**config.mk**
```make
export PLATFORM = sky130hd
export DESIGN_NAME = mhtq_ctrl
export DESIGN_NICKNAME = d
export VERILOG_FILES = /design/src/mhtq_pkg.sv /design/src/mhtq_ctrl.sv
export SDC_FILE = /design/constraint.sdc
export NUM_CORES = 1
export LEC_CHECK = 0
export BUFFER_PORTS_ARGS = -buffer_cell sky130_fd_sc_hd__buf_4
export CAP_MARGIN = 20
export CORE_UTILIZATION = 46
export CTS_BUF_LIST = sky130_fd_sc_hd__clkbuf_8
export CTS_CLUSTER_DIAMETER = 120
export DETAILED_ROUTE_END_ITERATION = 8
export PLACE_DENSITY = 0.77
export SLEW_MARGIN = 10
export SYNTH_ARGS = -nofsm -noshare
export SYNTH_HDL_FRONTEND = slang
export SYNTH_SLANG_ARGS = --single-unit
```
**constraint.sdc**
```tcl
create_clock -name clk -period 1.1 [get_ports clk]
set_input_delay 0 -clock clk [delete_from_list [all_inputs] [get_ports clk]]
set_output_delay 0 -clock clk [all_outputs]
set_load 0.005 [all_outputs]
```
**src/mhtq_pkg.sv**
```systemverilog
// ----------------------------------------------------------------------------
// mhtq_pkg
// Shared types and constants of the min-heap timer queue.
// ----------------------------------------------------------------------------
package mhtq_pkg;

  localparam int DEF_CAPACITY = 64;
  localparam int DEF_ID_COUNT = 256;
  localparam int MAX_RESULTS  = 64;

  localparam int EXP_W   = 32;
  localparam int ID_W    = 8;
  localparam int DELAY_W = 16;
  localparam int IDLE_W  = 16;

  localparam int IN_DATA_W  = 64;
  localparam int OUT_DATA_W = 48;

  localparam logic [IDLE_W-1:0] IDLE_PERIOD_RST = 16'd5;

  typedef enum logic [1:0] {
    OP_ADD    = 2'd0,
    OP_CANCEL = 2'd1,
    OP_TICK   = 2'd2,
    OP_NONE   = 2'd3
  } op_t;

  typedef enum logic [3:0] {
    CMD_IDLE,
    CMD_LOAD,
    CMD_SET_FULL,
    CMD_ADD_START,
    CMD_UP_READ,
    CMD_UP_MOVE,
    CMD_UP_PLACE,
    CMD_CANCEL,
    CMD_TK_START,
    CMD_TOP_READ,
    CMD_POP,
    CMD_DN_LOAD,
    CMD_DN_READ,
    CMD_DN_MOVE,
    CMD_DN_PLACE,
    CMD_TK_FIN
  } cmd_t;

  // Separate command for emission phase, issued alongside cmd_t.
  typedef enum logic [1:0] {
    EM_NONE,
    EM_BUF_READ,
    EM_RESP,
    EM_FIRED
  } em_cmd_t;

  typedef struct packed {
    op_t  op;
    logic full;
    logic pos_zero;
    logic up_stop;
    logic count_zero;
    logic pop_ok;
    logic child_exists;
    logic dn_move;
    logic n_zero;
    logic em_last;
    logic out_free;
  } dp_stat_t;

  typedef struct packed {
    logic [EXP_W-1:0] expiry;
    logic [ID_W-1:0]  id;
  } heap_entry_t;

endpackage

```
**src/mhtq_ctrl.sv**
```systemverilog
// ----------------------------------------------------------------------------
// mhtq_ctrl
// Sequencer for add, cancel and tick: drives the datapath one step a cycle, holding while the result register is full.
// ----------------------------------------------------------------------------
module mhtq_ctrl
  import mhtq_pkg::*;
(
  input  logic     clk,
  input  logic     rst_n,
  input  logic     in_tvalid,
  output logic     in_tready,
  input  dp_stat_t stat,
  output cmd_t     cmd,
  output em_cmd_t  em_cmd
);

  typedef enum logic [3:0] {
    S_IDLE,
    S_DISPATCH,
    S_UP_RD,
    S_UP_CMP,
    S_TK_RD,
    S_TK_CHK,
    S_DN_LOAD,
    S_DN_RD,
    S_DN_CMP,
    S_EM_START,
    S_EM_RD,
    S_EM_OUT,
    S_RESP
  } state_t;

  state_t state_r, state_nxt;

  assign in_tready = (state_r == S_IDLE);

  always_comb begin
    state_nxt = state_r;
    cmd       = CMD_IDLE;
    em_cmd    = EM_NONE;
    unique case (state_r)
      S_IDLE: begin
        if (in_tvalid) begin
          cmd       = CMD_LOAD;
          state_nxt = S_DISPATCH;
        end
      end
      S_DISPATCH: begin
        unique case (stat.op)
          OP_ADD: begin
            if (stat.full) begin
              cmd       = CMD_SET_FULL;
              state_nxt = S_RESP;
            end else begin
              cmd       = CMD_ADD_START;
              state_nxt = S_UP_RD;
            end
          end
          OP_CANCEL: begin
            cmd       = CMD_CANCEL;
            state_nxt = S_RESP;
          end
          OP_TICK: begin
            cmd       = CMD_TK_START;
            state_nxt = S_TK_RD;
          end
          OP_NONE: state_nxt = S_RESP;
          default: state_nxt = S_RESP;
        endcase
      end
      S_UP_RD: begin
        if (stat.pos_zero) begin
          cmd       = CMD_UP_PLACE;
          state_nxt = S_RESP;
        end else begin
          cmd       = CMD_UP_READ;
          state_nxt = S_UP_CMP;
        end
      end
      S_UP_CMP: begin
        if (stat.up_stop) begin
          cmd       = CMD_UP_PLACE;
          state_nxt = S_RESP;
        end else begin
          cmd       = CMD_UP_MOVE;
          state_nxt = S_UP_RD;
        end
      end
      S_TK_RD: begin
        cmd       = CMD_TOP_READ;
        state_nxt = S_TK_CHK;
      end
      S_TK_CHK: begin
        if (stat.pop_ok) begin
          cmd       = CMD_POP;
          state_nxt = S_DN_LOAD;
        end else begin
          cmd       = CMD_TK_FIN;
          state_nxt = S_EM_START;
        end
      end
      S_DN_LOAD: begin
        // The pop emptied the heap: nothing is left to sift.
        if (stat.count_zero) begin
          state_nxt = S_TK_RD;
        end else begin
          cmd       = CMD_DN_LOAD;
          state_nxt = S_DN_RD;
        end
      end
      S_DN_RD: begin
        if (stat.child_exists) begin
          cmd       = CMD_DN_READ;
          state_nxt = S_DN_CMP;
        end else begin
          cmd       = CMD_DN_PLACE;
          state_nxt = S_TK_RD;
        end
      end
      S_DN_CMP: begin
        if (stat.dn_move) begin
          cmd       = CMD_DN_MOVE;
          state_nxt = S_DN_RD;
        end else begin
          cmd       = CMD_DN_PLACE;
          state_nxt = S_TK_RD;
        end
      end
      S_EM_START: begin
        state_nxt = stat.n_zero ? S_RESP : S_EM_RD;
      end
      S_EM_RD: begin
        em_cmd    = EM_BUF_READ;
        state_nxt = S_EM_OUT;
      end
      S_EM_OUT: begin
        if (stat.out_free) begin
          em_cmd    = EM_FIRED;
          state_nxt = stat.em_last ? S_IDLE : S_EM_RD;
        end
      end
      S_RESP: begin
        if (stat.out_free) begin
          em_cmd    = EM_RESP;
          state_nxt = S_IDLE;
        end
      end
      default: state_nxt = S_IDLE;
    endcase
  end

  always_ff @(posedge clk) begin
    if (!rst_n) begin
      state_r <= S_IDLE;
    end else begin
      state_r <= state_nxt;
    end
  end

endmodule

```
==> results of run 1 <==
==> cells by family after synthesis <==
kind of cell,after synthesis
buffers and inverters,15
AOI/OAI and AO/OA,39
and+or+nand+nor,39
muxes,1
DFF,4
==> timing repair <==
item                                    CTS
endpoints found under the setup margin   11
resized for setup                        28
pin swaps                                 7
setup buffers                             9
==> per-stage QoR <==
stage	cells	setup TNS, ps	hold slack (ps)
2_1_floorplan	98	0	114
3_3_place_gp	145	-1670	285
3_5_place_dp	145	-2060	292
4_1_cts	157	-2530	62.1
==> results.yml, run 1 <==
sta:
  worstEndpointGrtRepair: "cmd[0]"
  worst-ep-kind: "output port"
synth:
  synth_fa_ha_area_frac: 0
  synth_edf_count: 0
  synth_nets: 113
  synth_top_area_share: 0.121
  synth_top_family_by_area: "compound AO/OA/AOI/OAI gates"
  ys_warn_count: 0
  seq_area_frac_synth: 0.121
  ys_seq_elements: 4
  post-synth-top-count-cell: "a21oi_1"
  syn-cell-area_um2: 661
  ys_async_sr_fraction: 0
  synth_compound_area_frac: 0.383
  synth_xor_area_frac: 0
  synth_cells: 98
  synth_top_area_cell: "dfxtp_1"
  synth.area.top_cells: "dfxtp_1, a21oi_1, a31oi_1"
  synthMuxAreaShare: 0.0152
  synth-simple-area-share: 0.339
  synth_ff_type: "dfxtp_1"
  avgSynthCellArea_um2: 6.74
  synthTopCellsByCount: "a21oi_1, nor2_1, a31oi_1, nand2b_1"
  ys_types: 38
clock_tree:
  clock-root-buffer: "clkbuf_8"
  cts_buffers: 3
  ctsLongestPathBuffers: 2
  htreeDepth: 1
  ctsHoldBuffers: 0
  clock-sinks: 4
placed_design:
  preCtsSetupSlack_ps: -267
  dpl_cell_area_um2: 928
  port_buffers: 21
  dp_hpwl_um: 1580
  routabilityCongestion: 0.894
die:
  die-height_um: 39.9
  initial_core_util: 0.501
  fp.dieW_um: 39.9
  ioPinCount: 22
  num_rows: 13
outcome:
  error: "[ERROR DPL-0033] detailed placement checks failed during check placement."
  outcome: "did not finish"
  failing_step: "global routing (5_1_grt)"
global_route:
  antenna_found_initial: 0
  grt_max_degree: 25
==> run 2: changes to the inputs <==
CORE_AREA = 2 2 63 65   (was default)
CORE_UTILIZATION = default   (was 46)
CTS_BUF_LIST = default   (was sky130_fd_sc_hd__clkbuf_8)
CTS_CLUSTER_DIAMETER = default   (was 120)
DIE_AREA = 0 0 65 67   (was default)
PLACE_DENSITY = default   (was 0.77)
PLACE_DENSITY_LB_ADDON = 0.15   (was default)
clock period = 1.43 ns   (was 1.1 ns; I/O delays follow)
==> run 2 against run 1 <==
- the flow now finishes without violations
- area after synthesis unchanged
- synthesized cell count stayed put
==> results.yml, run 2 <==
synth:
  avgSynthCellArea_um2: 6.74
  synthTopCellsByCount: "a21oi_1, nor2_1, a31oi_1, nand2b_1"
  synth.area.top_cells: "dfxtp_1, a21oi_1, a31oi_1"
  synth_top_area_cell: "dfxtp_1"
  synth_cells: 98
  ys_seq_elements: 4
  ys_async_sr_fraction: 0
  synth_nets: 113
  seq_area_frac_synth: 0.121
  synth_top_area_share: 0.121
  ys_warn_count: 0
  syn-cell-area_um2: 661
  synth_edf_count: 0
  synth_ff_type: "dfxtp_1"
  ys_types: 38
  post-synth-top-count-cell: "a21oi_1"
sta:
  setup_viol: 0
  maxSlewHeadroom: 0.828
  hold_ws_ps: 69.1
  worstMarginPinSlew_ps: 258
  max_freq_mhz: 707
  tns_ps: 0
  rsz0062_at_grt: "true"
  layout_min_cycle_time_ps: 1410
  min_period_over_period: 0.989
  finClkSkew_ps: 0.770
  hold_violations: 0
  slew_violations: 0
global_route:
  grt_pass1_wl_um: 3660
  grt_max_degree: 23
  grt_usage: 0.110
  grt-ovfl-total: 0
  first_global_vias: 748
  antenna_found_initial: 0
finish:
  antenna_cells: 0
  fill_cells: 404
  nNetsFinal: 148
  largest_register_ffs: 4
  drive_gt1_frac: 0.412
  largest_register: "state_r"
  area_growth_syn_to_layout_pct: 65.5
  layout.cells.most_common_list: "buf_4, a21oi_1, nand2b_1"
  top_regs: "state_r x4"
  layout_commonest_cell: "buf_4"
run:
  cap_violations: 0
detailed_routing:
  via_per_inst: 4.98
  drc: 0
  top_layer: "met3"
  wl_met3_um: 198
  wirelength_um: 2410
  wl_met1_um: 1060
  wl_per_cell_um: 13.5
  dr.pass1.iters: 5
  ant_nets: 0
  vias: 891
  met2WireLength_um: 1160
  drt_iter0_drc: 53
die:
  initial_core_util: 0.183
  die-height_um: 67
  fp.dieW_um: 65
  core_mm2: 0.00361
  dieArea_mm2: 0.00436
  num_rows: 22
  ioPinCount: 22
clock_tree:
  clk_latency_ps: 220
  ctsHoldBuffers: 0
  ctsLongestPathBuffers: 2
  clock-root-buffer: "clkbuf_8"
  clk_pin_slew_worst_paths_ps: 30
  htreeDepth: 1
  cts_buffers: 3
  cts_tree: "done"
  clock-sinks: 4
placed_design:
  port_buffers: 21
  routabilityCongestion: 0.770
  dp_hpwl_um: 1790
worst_setup_path:
  worst_setup_path_end_kind: "output pin"
  crit_required_ps: 1430
  cp-start-kind: "flop"
  slowest_delay_ps: 360
  crit_path_top_delay_cell: "dfxtp_4"
  arrival_ps: 1410
  crit_path_frequent_cell: "buf_4"
  path_buf_inv: 2
  path_class: "flop to output pin"
  cp_cell_sequence: "buf_4 -> mux2i_1 -> o22ai_1 -> nand3b_1 -> o311ai_1 -> buf_4"
  crit_family: "flip-flops"
  path_max_fanout: 7
power_and_ir_drop:
  p_leak_nw: 0.432
  p_sw_w: 0.000817
  p_seq_frac: 0.134
  swShare: 0.413
  pwr-share-clk: 0.121
  combinationalPowerShare: 0.746
  peakVddDrop_uv: 517
  p_int_w: 0.00116
  powerDensity_mw_per_mm2: 1810
outcome:
  outcome: "complete, no violations"
worst_hold_path:
  hp-class: "input pin to flop"
## run 2: logic make-up (layout without fill, tap and decap cells)
kind of cell / count (synthesis) / count (layout) / synth area share
flops: 4 / 4 / 0.121
mux: 1 / 1 / 0.0152
simple gates: 39 / 39 / 0.339
compound gates: 39 / 39 / 0.383
buf+inv: 15 / 48 / 0.142
## run 2: power by group through the flow
stage	sequential, W	combinational, W	clock (W)
after floorplan	0.000180	0.000860	0
after global placement	0.000234	0.00135	0
after detailed placement	0.000234	0.00132	0
after CTS	0.000248	0.00134	0.000244
after global routing	0.000274	0.00161	0.000258
final	0.000264	0.00147	0.000239
## run 2: repair_timing
item	4_1_cts	5_1_grt
hold endpoints to repair	0	0
pin swaps	3	6
gates cloned	0	2
setup buffers	1	2
endpoints found under the setup margin	4	5
resized for setup	5	13
## run 2: layout make-up
class / instances / area (um2) / area share
multi-input cells: 79 / 526 / 0.481
repair buffers: 39 / 352 / 0.322
clock buffers: 3 / 41.3 / 0.0378
inverters: 6 / 22.5 / 0.0206
flip-flops and latches: 4 / 92.6 / 0.0847
well taps: 48 / 60.1 / 0.0549
## run 2: per-layer routing
layer / up-vias / global-route usage
met3: 0 / 0.0405
met2: 43 / 0.168
met5: - / 0
met1: 412 / 0.145
met4: 0 / 0.0319
li1: 436 / -
## run 2: path summary, 6_finish.rpt
check                                             start                      end  slack, ps  cells after the start
worst max-delay path            state_r[0]$_SDFFE_PN0P_                   cmd[1]         20                      6
worst min-delay path                              rst_n  state_r[3]$_SDFFE_PN0P_         70                      3
worst max register to register  state_r[1]$_SDFFE_PN0P_  state_r[3]$_SDFFE_PN0P_        100                      5
worst min register to register  state_r[3]$_SDFFE_PN0P_  state_r[3]$_SDFFE_PN0P_        600                      2
## run 2: metrics by stage
step	power (W)	util	setup WS (ps)	instances	area, um2
after global placement	0.00158	0.254	83.6	171	917
after detailed placement	0.00156	0.254	32.5	171	917
final	0.00198	0.303	16.3	179	1090
after CTS	0.00184	0.272	2.29	175	981
after global routing	0.00215	0.303	-51.9	179	1090
after floorplan	0.00104	-	360	98	661
## run 2: worst register-to-register path, cell delays in order, from the launching register on
cell and delay, ps:
dfxtp_4 360, clkbuf_16 170, or3b_1 360, a21oi_1 150
o21ai_1 90, a31oi_1 120
Note: power is estimated with default switching activity, not from simulation.
==> run 3: changes to the inputs <==
BUFFER_PORTS_ARGS = default   (was -buffer_cell sky130_fd_sc_hd__buf_4)
DONT_BUFFER_PORTS = 1   (was default)
==> run 3 against run 2 <==
- via count shrank 10%
- sequential cell count did not move
- wire length is 0.37% higher
- first-iteration DRC count is 42% lower
- sequential share of layout area increased by 1.2 points
- setup slack gained 3.4 ps
- combinational power fell by 6%
- final cell count down 13%
- die area stayed put
- critical path depth stayed put
- register-to-register slack worse by 30 ps
- final area down 16%
- critical endpoint unchanged
- largest power group unchanged
==> results.yml, run 3 (synthesized netlist as in run 2, its figures left out) <==
power_and_ir_drop:
  p_seq_frac: 0.132
  pwr-share-clk: 0.131
  swShare: 0.426
  p_int_w: 0.00107
  combinationalPowerShare: 0.737
  peakVddDrop_uv: 489
  p_leak_nw: 0.321
  p_sw_w: 0.000798
  powerDensity_mw_per_mm2: 2040
die:
  ioPinCount: 22
  die-height_um: 67
  core_mm2: 0.00361
  fp.dieW_um: 65
  initial_core_util: 0.183
  num_rows: 22
  dieArea_mm2: 0.00436
worst_setup_path:
  reg2reg_from: "state_r[1]$_SDFFE_PN0P_"
  worst_setup_path_end_kind: "output pin"
  crit_required_ps: 1430
  r2r_slack_ps: 70
  r2r-end: "state_r[3]$_SDFFE_PN0P_"
  rr_worst_depth: 5
  arrival_ps: 1410
  path_max_fanout: 7
  path_class: "flop to output pin"
  cp-start-kind: "flop"
clock_tree:
  clock-sinks: 4
  cts_tree: "done"
  ctsLongestPathBuffers: 2
  clk_pin_slew_worst_paths_ps: 30
  cts_buffers: 3
  htreeDepth: 1
  clock-root-buffer: "clkbuf_8"
  clk_latency_ps: 220
detailed_routing:
  drt_iter0_drc: 31
  via_per_inst: 5.17
  wirelength_um: 2420
  wl_per_cell_um: 15.6
  drc: 0
  dr.pass1.iters: 4
  ant_nets: 0
  vias: 802
sta:
  max_freq_mhz: 709
  slew_violations: 0
  rsz0062_at_grt: "true"
  hold_violations: 0
  maxSlewHeadroom: 0.774
  tns_ps: 0
  layout_min_cycle_time_ps: 1410
  finClkSkew_ps: 2.31
  worstMarginPinSlew_ps: 338
  hold_ws_ps: 31.7
  setup_viol: 0
  min_period_over_period: 0.986
finish:
  drive_gt1_frac: 0.271
  antenna_cells: 0
  final_cells: 155
  final_util: 0.254
  layout.cells.most_common_list: "buf_4, a21oi_1, nor2_1, nand2b_1"
  seq_area_um2: 88.8
  largest_register_ffs: 4
  nNetsFinal: 124
  multiInputGateArea_um2: 522
  layout_commonest_cell: "buf_4"
  largest_register: "state_r"
  top_regs: "state_r x4"
  fill_cells: 400
  area_growth_syn_to_layout_pct: 38.8
global_route:
  grt-ovfl-total: 0
  first_global_vias: 733
  grt_pass1_wl_um: 3740
  antenna_found_initial: 0
  grt_usage: 0.116
  grt_max_degree: 23
worst_hold_path:
  hp-class: "input pin to flop"
  whs_endpoint: "state_r[3]$_SDFFE_PN0P_"
  hold_depth: 3
  hold_start: "stat[0]"
run:
  cap_violations: 0
placed_design:
  routabilityCongestion: 0.785
  port_buffers: 0
  dp_hpwl_um: 1710
  dp_cells: 148
outcome:
  outcome: "complete, no violations"
[run 3: stage by stage]
stage / power [W] / instance area, um2 / worst slack, ps
after floorplan: 0.00104 / 661 / 360
after global placement: 0.00133 / 757 / -45.7
after detailed placement: 0.00132 / 757 / -26.9
after CTS: 0.00171 / 851 / 21.2
after global routing: 0.00200 / 917 / -39.3
final: 0.00187 / 917 / 19.7
[run 3: timing repair]
action | 4_1_cts | 5_1_grt
buffers inserted | 0 | 1
gates resized for setup | 4 | 8
endpoints found under the setup margin | 6 | 4
cloned | 1 | 1
pin swaps | 0 | 2
endpoints found under the hold margin | 4 | 0
hold buffers | 1 | 0
[run 3: critical path, cell delays in order, from the launching register on]
cell and delay (ps):
dfxtp_4 380, buf_12 130, mux2i_2 220, o22ai_2 90, nand3b_1 120, o311ai_1 100, buf_4 150
[run 3: how the worst max path moves through the flow]
stage	from	slack [ps]	cells past startpoint	to
floorplan	state_r[1]$_SDFFE_PN0P_	360	5	state_r[2]$_SDFFE_PN0P_
global placement	state_r[3]$_SDFFE_PN0P_	-50	4	state_r[1]$_SDFFE_PN0P_
detailed placement	state_r[1]$_SDFFE_PN0P_	-30	5	state_r[1]$_SDFFE_PN0P_
CTS	state_r[0]$_SDFFE_PN0P_	20	6	cmd[1]
global route	state_r[0]$_SDFFE_PN0P_	-40	6	cmd[1]
finish	state_r[0]$_SDFFE_PN0P_	20	6	cmd[1]
[run 3: cell type report]
cell class                      count  area share
Clock buffer                        3      0.0450
Tap cell                           48      0.0655
Timing Repair Buffer               15       0.199
Inverter                            6      0.0246
Multi-Input combinational cell     79       0.569
Sequential cell                     4      0.0969
[run 3: power groups by stage]
stage / Sequential (W) / Clock (W) / Combinational [W]
finish: 0.000248 / 0.000244 / 0.00138
global route: 0.000257 / 0.000261 / 0.00149
CTS: 0.000225 / 0.000256 / 0.00123
detailed placement: 0.000214 / 0 / 0.00110
global placement: 0.000217 / 0 / 0.00112
floorplan: 0.000180 / 0 / 0.000860
[run 3: metal layers]
layer / track usage / up-vias / wire, um / share of wire
li1: - / 390 / - / -
met1: 0.147 / 375 / 1090 / 0.45
met2: 0.173 / 35 / 1110 / 0.46
met3: 0.0405 / 2 / 212 / 0.087
met4: 0.0559 / 0 / 12 / 0.0050
met5: 0 / - / 0 / 0
